$ cat config.mk
export PLATFORM = sky130hd
export DESIGN_NAME = priority_thread_scheduler_core
export DESIGN_NICKNAME = d
export VERILOG_FILES = /design/src/rtl/core/pts_pkg.sv /design/src/rtl/core/priority_thread_scheduler_core.sv /design/src/rtl/core/pts_scan.sv
export SDC_FILE = /design/constraint.sdc
export NUM_CORES = 1
export LEC_CHECK = 0
export ABC_AREA = 0
export BUFFER_PORTS_ARGS = -buffer_cell sky130_fd_sc_hd__clkbuf_2
export CAP_MARGIN = 20
export CORE_MARGIN = 2
export CORE_UTILIZATION = 35
export CTS_CLUSTER_SIZE = 20
export DETAILED_ROUTE_END_ITERATION = 8
export GPL_ROUTABILITY_DRIVEN = 0
export PLACE_DENSITY = 0.61
export SYNTH_ARGS = -nofsm -noshare
export SYNTH_HDL_FRONTEND = slang
export SYNTH_HIERARCHICAL = 1
export SYNTH_SLANG_ARGS = --single-unit
$ cat constraint.sdc
create_clock -name clk_i -period 2.3 [get_ports clk_i]
set_input_delay 0.23 -clock clk_i [delete_from_list [all_inputs] [get_ports clk_i]]
set_output_delay 0.23 -clock clk_i [all_outputs]
set_load 0.01 [all_outputs]
$ cat src/rtl/core/pts_pkg.sv
// Shared types and constants for the priority thread scheduler.
// Holds the slot table geometry, event and status codes, and the payload structs.
// No dependencies.
`timescale 1ns / 1ps
`default_nettype none

package pts_pkg;

  localparam int SLOTS = 4;
  localparam int IW    = $clog2(SLOTS);
  localparam int CW    = $clog2(SLOTS + 1);

  // Event kinds.
  localparam logic [2:0] FN_CREATE  = 3'd0;
  localparam logic [2:0] FN_YIELD   = 3'd1;
  localparam logic [2:0] FN_EXIT    = 3'd2;
  localparam logic [2:0] FN_SETPRIO = 3'd3;
  localparam logic [2:0] FN_START   = 3'd4;

  // Result status codes.
  localparam logic [1:0] STAT_OK     = 2'd0;
  localparam logic [1:0] STAT_REJECT = 2'd1;
  localparam logic [1:0] STAT_NORUN  = 2'd2;

  localparam logic [1:0] PRIO_HIGH = 2'd2;

  typedef enum logic [1:0] {
    ST_FREE     = 2'd0,
    ST_RUNNABLE = 2'd1,
    ST_RUNNING  = 2'd2
  } slot_state_e;

  typedef struct packed {
    slot_state_e state;
    logic [1:0]  prio;
  } slot_entry_t;

  typedef struct packed {
    logic [2:0] func;
    logic [1:0] prio_in;
  } sched_req_t;

  typedef struct packed {
    logic [1:0] status;
    logic       switched;
    logic [1:0] running_slot;
    logic [1:0] old_prio;
    logic       all_finished;
  } sched_rsp_t;

  // Read request from the scan unit to the slot table.
  typedef struct packed {
    logic          en;
    logic [IW-1:0] addr;
  } scan_rd_t;

  // Outcome of one scan over the slot table.
  typedef struct packed {
    logic          done;
    logic          found;
    logic [IW-1:0] pick;
    logic [1:0]    prio;
  } scan_res_t;

endpackage

`default_nettype wire

$ cat src/rtl/core/priority_thread_scheduler_core.sv
// Top level of the priority thread scheduler: slot table, sequencer, result register.
// Depends on pts_pkg and pts_scan.
`timescale 1ns / 1ps
`default_nettype none

// Usage
// An event transaction (create, yield, exit, set priority, start all) is taken on a
// rising edge where start is high and busy is low. Busy stays high while the event
// is worked on; exactly one result transaction follows, shown for one cycle with
// rsp_valid_o high. The receiver cannot hold results off, so it must take each one.
// Create, set priority, rejected and unknown events give their result straight after
// the table read. Yield, exit and start all search the table with one shared
// comparator, one slot per cycle, and, when a slot is found, write the chosen slot;
// a yield first puts the old slot back unless it is free. Start all with an empty
// table skips the search. The search over the slot table is what sets the worst case.
// Busy is low in the cycle the result is shown, so the next event may be accepted
// there; one event is worked on at a time.
// The slot table is a memory with one write port and a registered read port; per-entry
// valid bits make an unwritten slot read as free with priority zero.
// Reset clears the slot count, the current slot, both flags and the valid bits;
// no clearing pass is needed and an event may be accepted right after reset.

module priority_thread_scheduler_core (
  input  logic                clk_i,
  input  logic                rst_ni,
  input  logic                start,
  output logic                busy,
  input  pts_pkg::sched_req_t req_i,
  output logic                rsp_valid_o,
  output pts_pkg::sched_rsp_t rsp_o
);
  import pts_pkg::*;

  typedef enum logic [2:0] {
    S_IDLE,
    S_READ,
    S_SCAN,
    S_WB_OLD,
    S_WB_PICK
  } seq_state_e;

  // Sequencer state and registered outputs.
  seq_state_e    state_q, state_d;
  logic [2:0]    func_q, func_d;
  logic [1:0]    prio_q, prio_d;
  logic [IW-1:0] cur_q, cur_d;
  logic [CW-1:0] count_q, count_d;
  logic          started_q, started_d;
  logic          main_done_q, main_done_d;
  logic [1:0]    old_prio_q, old_prio_d;
  slot_state_e   cur_state_q, cur_state_d;
  sched_rsp_t    rsp_q, rsp_d;
  logic          rsp_valid_q, rsp_valid_d;

  // Slot table.
  slot_entry_t   slot_mem [SLOTS];
  logic [SLOTS-1:0] slot_vld_q;
  slot_entry_t   rd_data_q;
  logic          rd_vld_q;
  slot_entry_t   rd_entry;
  logic          mem_we;
  logic [IW-1:0] mem_wa;
  slot_entry_t   mem_wd;
  logic          mem_re;
  logic [IW-1:0] mem_ra;

  // Scan unit.
  logic          scan_start;
  scan_rd_t      scan_rd;
  scan_res_t     scan_res;

  assign busy        = (state_q != S_IDLE);
  assign rsp_valid_o = rsp_valid_q;
  assign rsp_o       = rsp_q;

  // A slot that was never written reads as free with priority zero.
  assign rd_entry = rd_vld_q ? rd_data_q : slot_entry_t'{state: ST_FREE, prio: 2'd0};

  pts_scan u_scan (
    .clk_i   (clk_i),
    .rst_ni  (rst_ni),
    .start_i (scan_start),
    .count_i (count_q),
    .entry_i (rd_entry),
    .rd_o    (scan_rd),
    .res_o   (scan_res)
  );

  always_comb begin
    state_d     = state_q;
    func_d      = func_q;
    prio_d      = prio_q;
    cur_d       = cur_q;
    count_d     = count_q;
    started_d   = started_q;
    main_done_d = main_done_q;
    old_prio_d  = old_prio_q;
    cur_state_d = cur_state_q;
    rsp_d       = rsp_q;
    rsp_valid_d = 1'b0;
    mem_we      = 1'b0;
    mem_wa      = cur_q;
    mem_wd      = rd_entry;
    mem_re      = 1'b0;
    mem_ra      = cur_q;
    scan_start  = 1'b0;

    case (state_q)
      S_IDLE: begin
        if (start) begin
          func_d  = req_i.func;
          // A priority code of three saturates to high.
          prio_d  = (req_i.prio_in > PRIO_HIGH) ? PRIO_HIGH : req_i.prio_in;
          mem_re  = 1'b1;
          mem_ra  = cur_q;
          state_d = S_READ;
        end
      end

      S_READ: begin
        // The current slot's entry is now on the read port.
        old_prio_d = rd_entry.prio;
        cur_state_d = rd_entry.state;
        rsp_d.status       = STAT_OK;
        rsp_d.switched     = 1'b0;
        rsp_d.running_slot = 2'(cur_q);
        rsp_d.old_prio     = rd_entry.prio;
        rsp_d.all_finished = 1'b0;
        case (func_q)
          FN_CREATE: begin
            if (count_q == CW'(SLOTS)) begin
              rsp_d.status = STAT_REJECT;
            end else begin
              mem_we  = 1'b1;
              mem_wa  = count_q[IW-1:0];
              mem_wd  = '{state: ST_RUNNABLE, prio: prio_q};
              count_d = count_q + CW'(1);
            end
            rsp_valid_d = 1'b1;
            state_d     = S_IDLE;
          end
          FN_YIELD: begin
            scan_start = 1'b1;
            state_d    = S_SCAN;
          end
          FN_EXIT: begin
            // Free the current slot before the search so it cannot be chosen.
            mem_we     = 1'b1;
            mem_wa     = cur_q;
            mem_wd     = '{state: ST_FREE, prio: rd_entry.prio};
            scan_start = 1'b1;
            state_d    = S_SCAN;
          end
          FN_SETPRIO: begin
            mem_we      = 1'b1;
            mem_wa      = cur_q;
            mem_wd      = '{state: rd_entry.state, prio: prio_q};
            rsp_valid_d = 1'b1;
            state_d     = S_IDLE;
          end
          FN_START: begin
            if (started_q) begin
              rsp_d.status = STAT_REJECT;
              rsp_valid_d  = 1'b1;
              state_d      = S_IDLE;
            end else begin
              started_d   = 1'b1;
              main_done_d = 1'b1;
              if (count_q == '0) begin
                rsp_valid_d = 1'b1;
                state_d     = S_IDLE;
              end else begin
                scan_start = 1'b1;
                state_d    = S_SCAN;
              end
            end
          end
          default: begin
            rsp_d.status = STAT_REJECT;
            rsp_valid_d  = 1'b1;
            state_d      = S_IDLE;
          end
        endcase
      end

      S_SCAN: begin
        mem_re = scan_rd.en;
        mem_ra = scan_rd.addr;
        if (scan_res.done) begin
          if (scan_res.found) begin
            // A yield first hands the old slot back unless it was already free.
            if ((func_q == FN_YIELD) && (cur_state_q != ST_FREE)) begin
              state_d = S_WB_OLD;
            end else begin
              state_d = S_WB_PICK;
            end
          end else begin
            rsp_d.status       = STAT_NORUN;
            rsp_d.switched     = 1'b0;
            rsp_d.running_slot = 2'(cur_q);
            rsp_d.old_prio     = old_prio_q;
            rsp_d.all_finished = (func_q == FN_EXIT) && main_done_q;
            rsp_valid_d        = 1'b1;
            state_d            = S_IDLE;
          end
        end
      end

      S_WB_OLD: begin
        mem_we  = 1'b1;
        mem_wa  = cur_q;
        mem_wd  = '{state: ST_RUNNABLE, prio: old_prio_q};
        state_d = S_WB_PICK;
      end

      S_WB_PICK: begin
        mem_we             = 1'b1;
        mem_wa             = scan_res.pick;
        mem_wd             = '{state: ST_RUNNING, prio: scan_res.prio};
        cur_d              = scan_res.pick;
        rsp_d.status       = STAT_OK;
        rsp_d.switched     = (scan_res.pick != cur_q);
        rsp_d.running_slot = 2'(scan_res.pick);
        rsp_d.old_prio     = old_prio_q;
        rsp_d.all_finished = 1'b0;
        rsp_valid_d        = 1'b1;
        state_d            = S_IDLE;
      end

      default: begin
        state_d = S_IDLE;
      end
    endcase
  end

  always_ff @(posedge clk_i or negedge rst_ni) begin
    if (!rst_ni) begin
      state_q     <= S_IDLE;
      func_q      <= '0;
      prio_q      <= '0;
      cur_q       <= '0;
      count_q     <= '0;
      started_q   <= 1'b0;
      main_done_q <= 1'b0;
      old_prio_q  <= '0;
      cur_state_q <= ST_FREE;
      rsp_q       <= '0;
      rsp_valid_q <= 1'b0;
    end else begin
      state_q     <= state_d;
      func_q      <= func_d;
      prio_q      <= prio_d;
      cur_q       <= cur_d;
      count_q     <= count_d;
      started_q   <= started_d;
      main_done_q <= main_done_d;
      old_prio_q  <= old_prio_d;
      cur_state_q <= cur_state_d;
      rsp_q       <= rsp_d;
      rsp_valid_q <= rsp_valid_d;
    end
  end

  // Valid bits stand in for clearing the table at reset.
  always_ff @(posedge clk_i or negedge rst_ni) begin
    if (!rst_ni) begin
      slot_vld_q <= '0;
    end else if (mem_we) begin
      slot_vld_q[mem_wa] <= 1'b1;
    end
  end

  always_ff @(posedge clk_i) begin
    if (mem_we) begin
      slot_mem[mem_wa] <= mem_wd;
    end
    if (mem_re) begin
      rd_data_q <= slot_mem[mem_ra];
      rd_vld_q  <= slot_vld_q[mem_ra];
    end
  end

`ifndef ASSERT_OFF
  a_rsp_ends_busy: assert property (@(posedge clk_i) disable iff (!rst_ni)
    $fell(busy) |-> rsp_valid_o)
    else $error("sequencer went idle without a result transaction");

  a_rsp_after_work: assert property (@(posedge clk_i) disable iff (!rst_ni)
    rsp_valid_o |-> $past(busy))
    else $error("result transaction without an event in progress");

  a_accept_no_rsp: assert property (@(posedge clk_i) disable iff (!rst_ni)
    (start && !busy) |=> (busy && !rsp_valid_o))
    else $error("accepted event did not occupy the sequencer");

  a_count_bound: assert property (@(posedge clk_i) disable iff (!rst_ni)
    count_q <= CW'(SLOTS))
    else $error("slot count exceeds table size");
`endif

endmodule

`default_nettype wire

$ cat src/rtl/core/pts_scan.sv
// Sequential best-slot search for the priority thread scheduler.
// Walks the slot table one entry per cycle with a single priority comparator.
// Depends on pts_pkg.
`timescale 1ns / 1ps
`default_nettype none

module pts_scan (
  input  logic                clk_i,
  input  logic                rst_ni,
  input  logic                start_i,
  input  logic [pts_pkg::CW-1:0] count_i,
  input  pts_pkg::slot_entry_t entry_i,
  output pts_pkg::scan_rd_t   rd_o,
  output pts_pkg::scan_res_t  res_o
);
  import pts_pkg::*;

  logic          active_q;
  logic          pend_q;
  logic          found_q;
  logic [CW-1:0] idx_q;
  logic [IW-1:0] pend_idx_q;
  logic [IW-1:0] best_q;
  logic [1:0]    best_prio_q;
  logic          issue;
  logic          take;
  logic          done;

  // A read is issued for every slot below the count; its data arrives in the following cycle.
  assign issue = active_q && (idx_q < count_i);
  assign take  = pend_q && (entry_i.state == ST_RUNNABLE) &&
                 (!found_q || (entry_i.prio > best_prio_q));
  assign done  = active_q && !pend_q && !issue;

  assign rd_o.en     = issue;
  assign rd_o.addr   = idx_q[IW-1:0];
  assign res_o.done  = done;
  assign res_o.found = found_q;
  assign res_o.pick  = best_q;
  assign res_o.prio  = best_prio_q;

  always_ff @(posedge clk_i or negedge rst_ni) begin
    if (!rst_ni) begin
      active_q    <= 1'b0;
      pend_q      <= 1'b0;
      found_q     <= 1'b0;
      idx_q       <= '0;
      pend_idx_q  <= '0;
      best_q      <= '0;
      best_prio_q <= '0;
    end else if (start_i) begin
      active_q <= 1'b1;
      pend_q   <= 1'b0;
      found_q  <= 1'b0;
      idx_q    <= '0;
    end else if (active_q) begin
      pend_q <= issue;
      if (issue) begin
        idx_q      <= idx_q + CW'(1);
        pend_idx_q <= idx_q[IW-1:0];
      end
      if (take) begin
        found_q     <= 1'b1;
        best_q      <= pend_idx_q;
        best_prio_q <= entry_i.prio;
      end
      if (done) begin
        active_q <= 1'b0;
      end
    end
  end

`ifndef ASSERT_OFF
  a_pick_in_range: assert property (@(posedge clk_i) disable iff (!rst_ni)
    (done && found_q) |-> (CW'(best_q) < count_i))
    else $error("scan picked a slot beyond the slot count");

  a_no_read_when_idle: assert property (@(posedge clk_i) disable iff (!rst_ni)
    !active_q |-> !rd_o.en)
    else $error("scan issued a read while idle");

  a_idx_bound: assert property (@(posedge clk_i) disable iff (!rst_ni)
    active_q |-> (idx_q <= count_i))
    else $error("scan index ran past the slot count");
`endif

endmodule

`default_nettype wire

=== Word level (Yosys, flattened, before mapping) ===
Memory sizes are Yosys's and may differ from the RTL's. A register that Yosys moved wholly into a read port is not among the register bits.
Cells that the tools add are included.

* Logic and storage cells: 141
* Output and inout bits: 10
* Input bits: 8
* Memory bits (writable): 16
* Register bits: 45
* Memories: 1

{| class="wikitable"
|+ Memory list
! name !! depth !! width !! read ports !! clocked after Yosys merged registers in !! write ports !! RTL line !! RTL
|-
| slot_mem || 4 || 4 || 1 || 1 || 1 || priority_thread_scheduler_core.sv:56 || <nowiki>slot_entry_t slot_mem [SLOTS];</nowiki>
|}

* Eq/ne operators: 14
* Add/sub/neg operators: 2
* Reductions and logical operators: 35
* Muxes and demuxes: 55
* Order comparisons: 6
* Bitwise logic cells: 4

{| class="wikitable"
|+ Operators by type and width
! cell !! count
|-
| 4-bit case mux with 3 select lines || 2
|-
| 8-bit case mux with 3 select lines || 1
|-
| 1-bit 2-to-1 mux || 23
|-
| 3-bit 2-to-1 mux || 7
|-
| 8-bit 2-to-1 mux || 2
|-
| 3-bit AND reduction || 5
|-
| 3-bit by 2-bit equality test with 1-bit output, second input constant || 4
|-
| 2-bit 2-to-1 mux || 6
|-
| 3-bit case mux with 4 select lines || 1
|-
| 1-bit case mux with 2 select lines || 5
|-
| 2-bit AND reduction || 5
|-
| 3-bit equality test, second input constant || 3
|-
| 3-bit logical NOT || 3
|-
| 1-bit logical AND || 8
|-
| 4-bit 2-to-1 mux || 2
|-
| 2-bit case mux with 2 select lines || 2
|-
| 2-bit nonzero test || 4
|-
| 3-bit by 1-bit adder with 3-bit output, second input constant || 2
|-
| 3-bit by 1-bit equality test with 1-bit output, second input constant || 2
|-
| 2-bit by 3-bit < comparator with 1-bit output, second input constant || 2
|-
| 1-bit case mux with 3 select lines || 2
|-
| 3-bit nonzero test || 2
|-
| 2-bit OR reduction || 3
|-
| 2-bit != test, second input constant || 2
|-
| other kinds (14) || 18
|}

=== Longest topological paths before layout ===
Gate-level depths: netlist of run 1.

* Depth in word-level cells: 9
* Mapped depth: 11
* Depth with buffers taken out: 10

=== Modules after synthesis ===
Netlist of run 1, hierarchy kept.

{| class="wikitable"
|+ By module, submodules not included
! module !! area each (µm²) !! instances !! cells an instance
|-
| priority_thread_scheduler_core || 2,655.0 || 1 || 227
|-
| pts_scan || 650.6 || 1 || 61
|}

=== Worst setup path before layout of run 1 ===
Ideal clock, no wire load.

* Kind: flip-flop to flip-flop
* Start: reg count_q[0]
* End: mem slot_mem[0][0] in the netlist's numbering, enable pin
* Path slack: 0.015 ns
* Buffers on the path: 1
* Stages on the path, launching flop included: 8
* Arrival: 1.923 ns
* Clock period less this slack: 2.285 ns
* Cells stage by stage: dfrtp_1 -> inv_1 -> ha_1 -> a2111oi_4 -> and2_1 -> buf_6 -> o211ai_4 -> nor3_1

* Cells in the longest elaborated chain, start to end: 6
* Elaborated cells between the ends (all ways): 9
* Classes of those cells: eq/ne: 1; mux: 8

{| class="wikitable"
|+ Ends and longest elaborated chain
! item !! RTL line !! RTL
|-
| from (decl) || priority_thread_scheduler_core.sv:47 || <nowiki>logic [CW-1:0] count_q, count_d;</nowiki>
|-
| from (signal assigned) || priority_thread_scheduler_core.sv:254 || <nowiki>count_q <= count_d;</nowiki>
|-
| 3-bit equality test || priority_thread_scheduler_core.sv:131 || <nowiki>if (count_q == CW'(SLOTS)) begin</nowiki>
|-
| 1-bit 2-to-1 mux || priority_thread_scheduler_core.sv:131 ||
|-
| 1-bit case mux with 2 select lines || priority_thread_scheduler_core.sv:129 || <nowiki>case (func_q)</nowiki>
|-
| 1-bit case mux with 2 select lines || priority_thread_scheduler_core.sv:108 || <nowiki>case (state_q)</nowiki>
|-
| 1-bit 2-to-1 mux || priority_thread_scheduler_core.sv:274 || <nowiki>if (mem_we) begin</nowiki>
|-
| 1-bit 2-to-1 mux (implied by the code) || priority_thread_scheduler_core.sv:275 || <nowiki>slot_mem[mem_wa] <= mem_wd;</nowiki>
|-
| to (decl) || priority_thread_scheduler_core.sv:56 ||
|}

Parallel ways exist; a longest one is shown, timed or not.

=== Final worst setup path of run 1 ===
* Start: reg func_q[2]
* End: reg u_scan.best_prio_q[1]

* Cells in the longest elaborated chain, start to end: 6
* Elaborated cells between the ends (all ways): 8
* Classes of those cells: eq/ne: 3; mux: 2; bitwise: 1; reduce/logical: 2

{| class="wikitable"
|+ Ends and longest elaborated chain
! item !! RTL line !! RTL
|-
| from (decl) || priority_thread_scheduler_core.sv:44 || <nowiki>logic [2:0] func_q, func_d;</nowiki>
|-
| from (signal assigned) || priority_thread_scheduler_core.sv:251 || <nowiki>func_q <= func_d;</nowiki>
|-
| 3-bit by 1-bit equality test with 1-bit output or 3-bit by 2-bit equality test with 1-bit output (tied branches) || priority_thread_scheduler_core.sv:129 ||
|-
| 2-bit OR reduction (no line) || - ||
|-
| 1-bit case mux with 2 select lines * || priority_thread_scheduler_core.sv:129 ||
|-
| 1-bit 2-to-1 mux * || priority_thread_scheduler_core.sv:108 ||
|-
| net scan_start || priority_thread_scheduler_core.sv:68 || <nowiki>logic scan_start;</nowiki>
|-
| 1-bit NOT (no line) * || - ||
|-
| 3-bit AND reduction (no line) * || - ||
|-
| to (signal assigned) || pts_scan.sv:65 || <nowiki>best_prio_q <= entry_i.prio;</nowiki>
|-
| to (decl) || pts_scan.sv:24 || <nowiki>logic [1:0] best_prio_q;</nowiki>
|}

Mark *: on every way through the listed nets, which the timed path passes. The rest lies on a longest branch.
A chain may end at the register's enable or synchronous reset.

==> results.ini, run 1 <==
[clocking]
clock_sinks=65
cts.clk_slew.worst_paths_ns=0.07
cts_inserted_buffers=9
clkLatencyLatePin_ns=0.34
root_buffer=clkbuf_8
cts_buffer_depth=2
cts_tree=built
htree_levels=3

[sta]
rsz0062_at_grt=no
final-hold-violation-count=0
report.final.slew_viol_count=0
min_period_over_period_pct=95.06
max_slew_margin_pct=49.38
finalSetupViolations=0
fin_ws_ns=0.1136
finalCriticalPeriod_ns=2.186
worst_pin_slew_ns=0.7593
clock_skew_ns=0.004926
max_freq_mhz=457.4
fin_tns_setup_ns=0

[synth]
synthMuxAreaShare_pct=11.88
ys_ff_latch=65
async_flop_share_pct=67.69
yosysTopAreaCellShare_pct=33.31
syn_area_per_cell_um2=11.48
yosysMostFrequentCell=dfrtp_1
synth_compound_area_share_pct=13.70
synth_fa_ha_area_share_pct=2.650
ys_seq_area_share_pct=52.38
synth_top_family_by_area=compound AO/OA/AOI/OAI gates
synth.largest_area_cell=dfrtp_1
syn_inst=288
yosys-top-cells-area=dfrtp_1 (33%), edfxtp_1 (19%), mux2_2 (6.1%)
synth_common_cells=dfrtp_1 (44), nand2_1 (30), edfxtp_1 (21), inv_1 (20), mux2i_1 (19)
syn_area_um2=3306
synth-edff-count=21
synthXorXnorAreaFrac_pct=1.590
syn-num-nets=303
yosys_warnings=6
synth-simple-area-share_pct=12.04
synthFlopType=dfrtp_1
ys_types=54

[power]
ir_drop_mv=0.3902
powerDensity_nw_per_um2=1297
p_leak_nw=1.837

[final_layout]
area_delta_synth_final_pct=18.74
fillers=865
final-seq-area_um2=1732
fin_area_um2=3925
multi_input_area_um2=1398
drive_above_1_share_pct=28.87
nNetsFinal=346
finalNonFillerCells=447
finish.utilization_pct=42.68
antennaDiodeCount=0

[placement]
detailed_place.area_um2=3632
dp_hpwl_um=5313
pre_cts_ws_ns=0.01238
dpl.cell_count=427
io_buffers=17

[detailed_routing]
route.vias.total=2288
dr.pass1.iters=4
routed_wl_um=7150
avgRoutedWirePerCell_um=16.00
ant_nets=0
drc=0
drtIter0Drc=133
avgViaCountPerCell=5.119

[die]
die_h_um=101.2
die_area_um2=10240
chipWidth_um=101.2
floorplan.rows=35
ios=18
start_util_pct=35.95
coreArea_um2=9196

[global_route]
grt-ovfl-total=0
grt_max_degree=30
antenna_found_initial=0
grt_pass1_vias=2296
grt_pass1_wl_um=11720
grtUsageTotal_pct=15.33

[hold_path]
hp-class=primary input to flip-flop
holdPathStages=2

[critical_path]
r2r_cells=7
timing.critical_path.cells=buf_4 > nor4b_1 > a2bb2oi_2 > nor2_1 > a211oi_2 > buf_4 > mux2_2
crit_path_frequent_cell=buf_4
critPathSlowestCell=nor4b_1
criticalPathCategory=flip-flop to flip-flop
end_kind=flip-flop
critical_path_required_ns=2.53
crit_path_start_kind=flip-flop
worstPathArrival_ns=2.42
cp_max_fo=10
slowest_delay_ns=0.48

[flow_run]
cap_violations=0

[outcome]
outcome=complete, no violations

==> metrics by stage <==
step / hold slack, ns / total power [mW]
4_1_cts: 0.1087 / 5.032
3_5_place_dp: 0.3567 / 3.850
6_report: 0.1174 / 5.092
5_1_grt: 0.1110 / 5.441
2_1_floorplan: -0.06559 / 3.192
3_3_place_gp: 0.3429 / 3.805
==> what timing repair did <==
item	CTS	global route
buffers inserted	0	3
setup endpoints to repair	0	26
hold endpoints to repair	27	0
gates resized for setup	0	5
hold buffers	1	0
==> routing by layer <==
| layer | wire length, um | GRT usage [%] |
|---|---|---|
| met1 | 3161 | 18.91 |
| met2 | 3384 | 24.76 |
| met3 | 417 | 4.555 |
| met4 | 187 | 7.173 |
| met5 | 0 | 0 |
==> state kept, by name, summed over array words and instances, names as in the netlist <==
| register | cells |
|---|---|
| slot_mem | 16 |
| u_scan/pend_idx_q | 2 |
| u_scan/active_q | 1 |
| state_q | 3 |
| cur_state_q | 2 |
| cur_q | 2 |
| rd_data_q | 4 |
| old_prio_q | 2 |
| func_q | 3 |
| count_q | 3 |
| u_scan/found_q | 1 |
| u_scan/idx_q | 3 |
| u_scan/best_prio_q | 2 |
| rsp_o | 8 |
| main_done_q | 1 |
| u_scan/best_q | 2 |
| rd_vld_q | 1 |
| slot_vld_q | 4 |
| prio_q | 2 |
| u_scan/pend_q | 1 |
| rsp_valid_o | 1 |
| started_q | 1 |
==> worst paths after layout <==
| path | start | slack, ns | end |
|---|---|---|---|
| max in group asynchronous | rst_ni | 1.19 | cur_state_q[1]$_DFFE_PN0P_ |
| min reg2reg | slot_vld_q[0]$_DFFE_PN0P_ | 0.48 | slot_vld_q[0]$_DFFE_PN0P_ |
| min | req_i[2] | 0.12 | func_q[0]$_DFFE_PN0P_ |
| min in group asynchronous | rst_ni | 0.49 | rsp_o[5]$_DFFE_PN0P_ |
| max | func_q[2]$_DFFE_PN0P_ | 0.11 | u_scan/best_prio_q[1]$_DFFE_PN0P_ |
| max reg2reg | func_q[2]$_DFFE_PN0P_ | 0.11 | u_scan/best_prio_q[1]$_DFFE_PN0P_ |
==> layout make-up <==
cell class	count	area share [%]
sequential	65	44.12
multi-input combinational	185	35.61
timing repair buffer	50	8.862
tap	111	3.538
clock buffer	10	3.252
clock inverter	6	2.710
inverter	20	1.913
==> critical path, delay by kind of cell (launching register included) <==
family                 cells  cell delay [ns]
and+or+nand+nor            2             0.76
muxes                      1             0.27
buffers and inverters      2             0.39
DFF                        1             0.44
AOI/OAI and AO/OA          2             0.21
==> report_power, final <==
group | total, mW | switching [mW] | internal [mW] | leakage, nW
Combinational | 2.07 | 1.10 | 0.975 | 0.961
Sequential | 1.87 | 0.268 | 1.60 | 0.760
Clock | 1.16 | 0.440 | 0.715 | 0.116
==> layout by cell type (no fill, tap or decap), drive strengths merged, types with 3 or more instances in the layout <==
| cell | n |
|---|---|
| a21o | 4 |
| a21oi | 11 |
| a2bb2oi | 3 |
| and3 | 3 |
| buf | 32 |
| bufinv | 3 |
| clkbuf | 27 |
| clkinv | 3 |
| dfrtp | 44 |
| edfxtp | 21 |
| ha | 7 |
| inv | 20 |
| mux2 | 18 |
| mux2i | 19 |
| nand2 | 30 |
| nand2b | 6 |
| nand3 | 4 |
| nor2 | 11 |
| nor2b | 7 |
| nor3 | 5 |
| nor3b | 4 |
| o211ai | 3 |
| o21ai | 12 |
| o21bai | 3 |
| o31ai | 3 |
| xnor2 | 5 |
==> cells by family (layout without fill, tap and decap cells) <==
kind of cell               after synthesis  in the layout
AOI/OAI and AO/OA                       58             58
xor gates and xnor gates                 6              6
adders and majority gates                7              7
buffers and inverters                   38             86
DFF                                     65             65
muxes                                   37             37
and+or+nand+nor                         77             77
No activity file was read; power rests on OpenSTA's default activity.
==> run 2: changes to the inputs <==
==> constraint.sdc (replaced) <==
create_clock -name clk_i -period 2.3 [get_ports clk_i]
set_input_delay 0.575 -clock clk_i [delete_from_list [all_inputs] [get_ports clk_i]]
set_output_delay 0.575 -clock clk_i [all_outputs]
set_load 0.01 [all_outputs]
==> run 2 against run 1 <==
Against the previous run: register-to-register slack about the same; via count shrank 1.2%; first-iteration DRC count decreased by 25%; sequential share of layout area rose by 0.58 points; sequential cell count unchanged; critical endpoint unchanged.
==> results.ini, run 2 (synthesized netlist as in run 1, its figures left out) <==
[outcome]
outcome=complete, no violations

[clocking]
clkLatencyLatePin_ns=0.34  ; about the same
clock_sinks=65  ; unchanged
htree_levels=3  ; unchanged
cts_inserted_buffers=9  ; unchanged
cts_hold_buf=0  ; -1
cts_buffer_depth=2  ; unchanged
cts.clk_slew.worst_paths_ns=0.07  ; about the same
cts_tree=built
root_buffer=clkbuf_8

[critical_path]
cp_max_fo=7  ; -3
regToRegSetupSlack_ns=0.12  ; about the same
slowest_delay_ns=0.50  ; +0.02 ns
crit_path_frequent_cell=buf_4
end_kind=flip-flop
critPathSlowestCell=dfrtp_1
timing.critical_path.cells=buf_4 > nor4b_1 > a2bb2oi_2 > nor2_1 > a211oi_2 > buf_4 > mux2_2
r2r-start=func_q[2]$_DFFE_PN0P_
crit_family=simple AND/OR/NAND/NOR gates
crit_start=func_q[2]$_DFFE_PN0P_
crit_path_start_kind=flip-flop
worstPathArrival_ns=2.40  ; -0.02 ns
r2r_cells=7  ; unchanged
critical_path_required_ns=2.52  ; about the same
criticalPathCategory=flip-flop to flip-flop
reg2reg_to=u_scan/best_prio_q[1]$_DFFE_PN0P_
crit_buf_inv=2  ; unchanged
endpoint=u_scan/best_prio_q[1]$_DFFE_PN0P_
cp.depth=7  ; unchanged

[sta]
finalSetupViolations=0  ; unchanged
report.final.slew_viol_count=0  ; unchanged
final-hold-violation-count=0  ; unchanged
holdWs_ns=0.3029  ; +0.1855 ns
min_period_over_period_pct=94.69  ; -0.37 points
finalCriticalPeriod_ns=2.178  ; -0.008589 ns
max_slew_margin_pct=61.85  ; +12 points
worst_pin_slew_ns=0.5722  ; -0.1870 ns
fin_tns_setup_ns=0  ; unchanged
clock_skew_ns=0.008500  ; +0.003574 ns
max_freq_mhz=459.2  ; +0.39%
rsz0062_at_grt=no

[placement]
dp_hpwl_um=5259  ; -1.0%
io_buffers=17  ; unchanged

[global_route]
grt_max_degree=45  ; +50%
antenna_found_initial=0  ; unchanged
grtUsageTotal_pct=14.67  ; -0.66 points
grt-ovfl-total=0  ; unchanged
grt_pass1_vias=2292  ; -0.17%
grt_pass1_wl_um=11290  ; -3.7%

[hold_path]
hp-class=primary input to asynchronous set/reset pin

[final_layout]
area_delta_synth_final_pct=17.18
most-common-layout-cells=dfrtp_1 (44), nand2_1 (30), buf_4 (30)
final_common_cell=dfrtp_1
largest_reg_flops=16  ; unchanged
fillers=891  ; +3.0%
nNetsFinal=344  ; -0.58%
regMostFlops=slot_mem
antennaDiodeCount=0  ; unchanged
drive_above_1_share_pct=29.04  ; +0.17 points

[die]
coreArea_um2=9196  ; unchanged
die_area_um2=10240  ; unchanged
die_h_um=101.2  ; unchanged
ios=18  ; unchanged
floorplan.rows=35  ; unchanged
chipWidth_um=101.2  ; unchanged
start_util_pct=35.95  ; unchanged

[detailed_routing]
avgRoutedWirePerCell_um=15.58  ; -2.6%
drtIter0Drc=100  ; -25%
routed_wl_um=6934  ; -3.0%
dr.pass1.iters=4  ; unchanged
avgViaCountPerCell=5.081  ; -0.74%
drc=0  ; unchanged
ant_nets=0  ; unchanged
route.vias.total=2261  ; -1.2%

[power]
ir_drop_mv=0.5433  ; +39%
powerDensity_nw_per_um2=1251  ; -3.6%
p_leak_nw=1.811  ; -1.4%

[flow_run]
cap_violations=0  ; unchanged

-- run 2: changes by cell type in the layout (fill, tap and decap cells not counted), moves of 2 or more --
cell,previous run,this run
bufinv_16,3,1
clkinvlp_4,0,2
mux2_2,18,16
mux2_4,0,2
-- run 2: worst min path at each step --
stage	cells past startpoint	startpoint	to
after global routing	2	rst_ni	u_scan/best_prio_q[0]$_DFFE_PN0P_
after global placement	2	cur_state_q[0]$_DFFE_PN0P_	cur_state_q[0]$_DFFE_PN0P_
final	2	rst_ni	slot_vld_q[0]$_DFFE_PN0P_
after CTS	2	rst_ni	count_q[1]$_DFFE_PN0P_
after floorplan	0	rst_ni	count_q[0]$_DFFE_PN0P_
after detailed placement	1	slot_vld_q[1]$_DFFE_PN0P_	slot_vld_q[1]$_DFFE_PN0P_
-- run 2: through the flow --
step | cells | setup slack [ns] | total power [mW] | cell area, um2 | utilization (%)
after floorplan | 288 | 0.01519 | 3.192 | 3306 | -
after global routing | 445 | 0.02267 | 5.179 | 3874 | 42.12
after detailed placement | 425 | -0.02275 | 3.832 | 3617 | 39.33
final | 445 | 0.1222 | 4.846 | 3874 | 42.12
after CTS | 441 | 0.002226 | 4.756 | 3804 | 41.36
after global placement | 425 | 0.06777 | 3.795 | 3617 | 39.33
-- run 2: report_power, final --
group          internal (mW)  switching [mW]  leakage (nW)
clock                  0.487           0.418        0.0877
combinational          0.989            1.08         0.963
sequential              1.60           0.275         0.760
total                   3.07            1.77          1.81
-- run 2: what timing repair did --
| action | CTS | global route |
|---|---|---|
| pin swaps | 0 | 1 |
| resized for setup | 1 | 8 |
| setup buffers | 0 | 4 |
| endpoints found under the setup margin | 6 | 29 |
| cloned | 0 | 0 |
-- run 2: layer usage --
| layer | vias up | track usage [%] | part of all wire [%] |
|---|---|---|---|
| met1 | 1109 | 18.45 | 47 |
| met2 | 43 | 23.94 | 48 |
| met5 | - | 0 | 0 |
| li1 | 1101 | - | - |
| met4 | 0 | 4.678 | 1.5 |
| met3 | 8 | 4.900 | 3.8 |
-- run 2: cell type report --
type / count / area [um2] / area share (%)
Clock buffer: 9 / 123.9 / 3.198
Clock inverter: 7 / 61.31 / 1.583
Inverter: 20 / 75.07 / 1.938
Multi-Input combinational cell: 185 / 1413 / 36.47
Sequential cell: 65 / 1732 / 44.70
Tap cell: 111 / 138.9 / 3.585
Timing Repair Buffer: 48 / 330.3 / 8.527
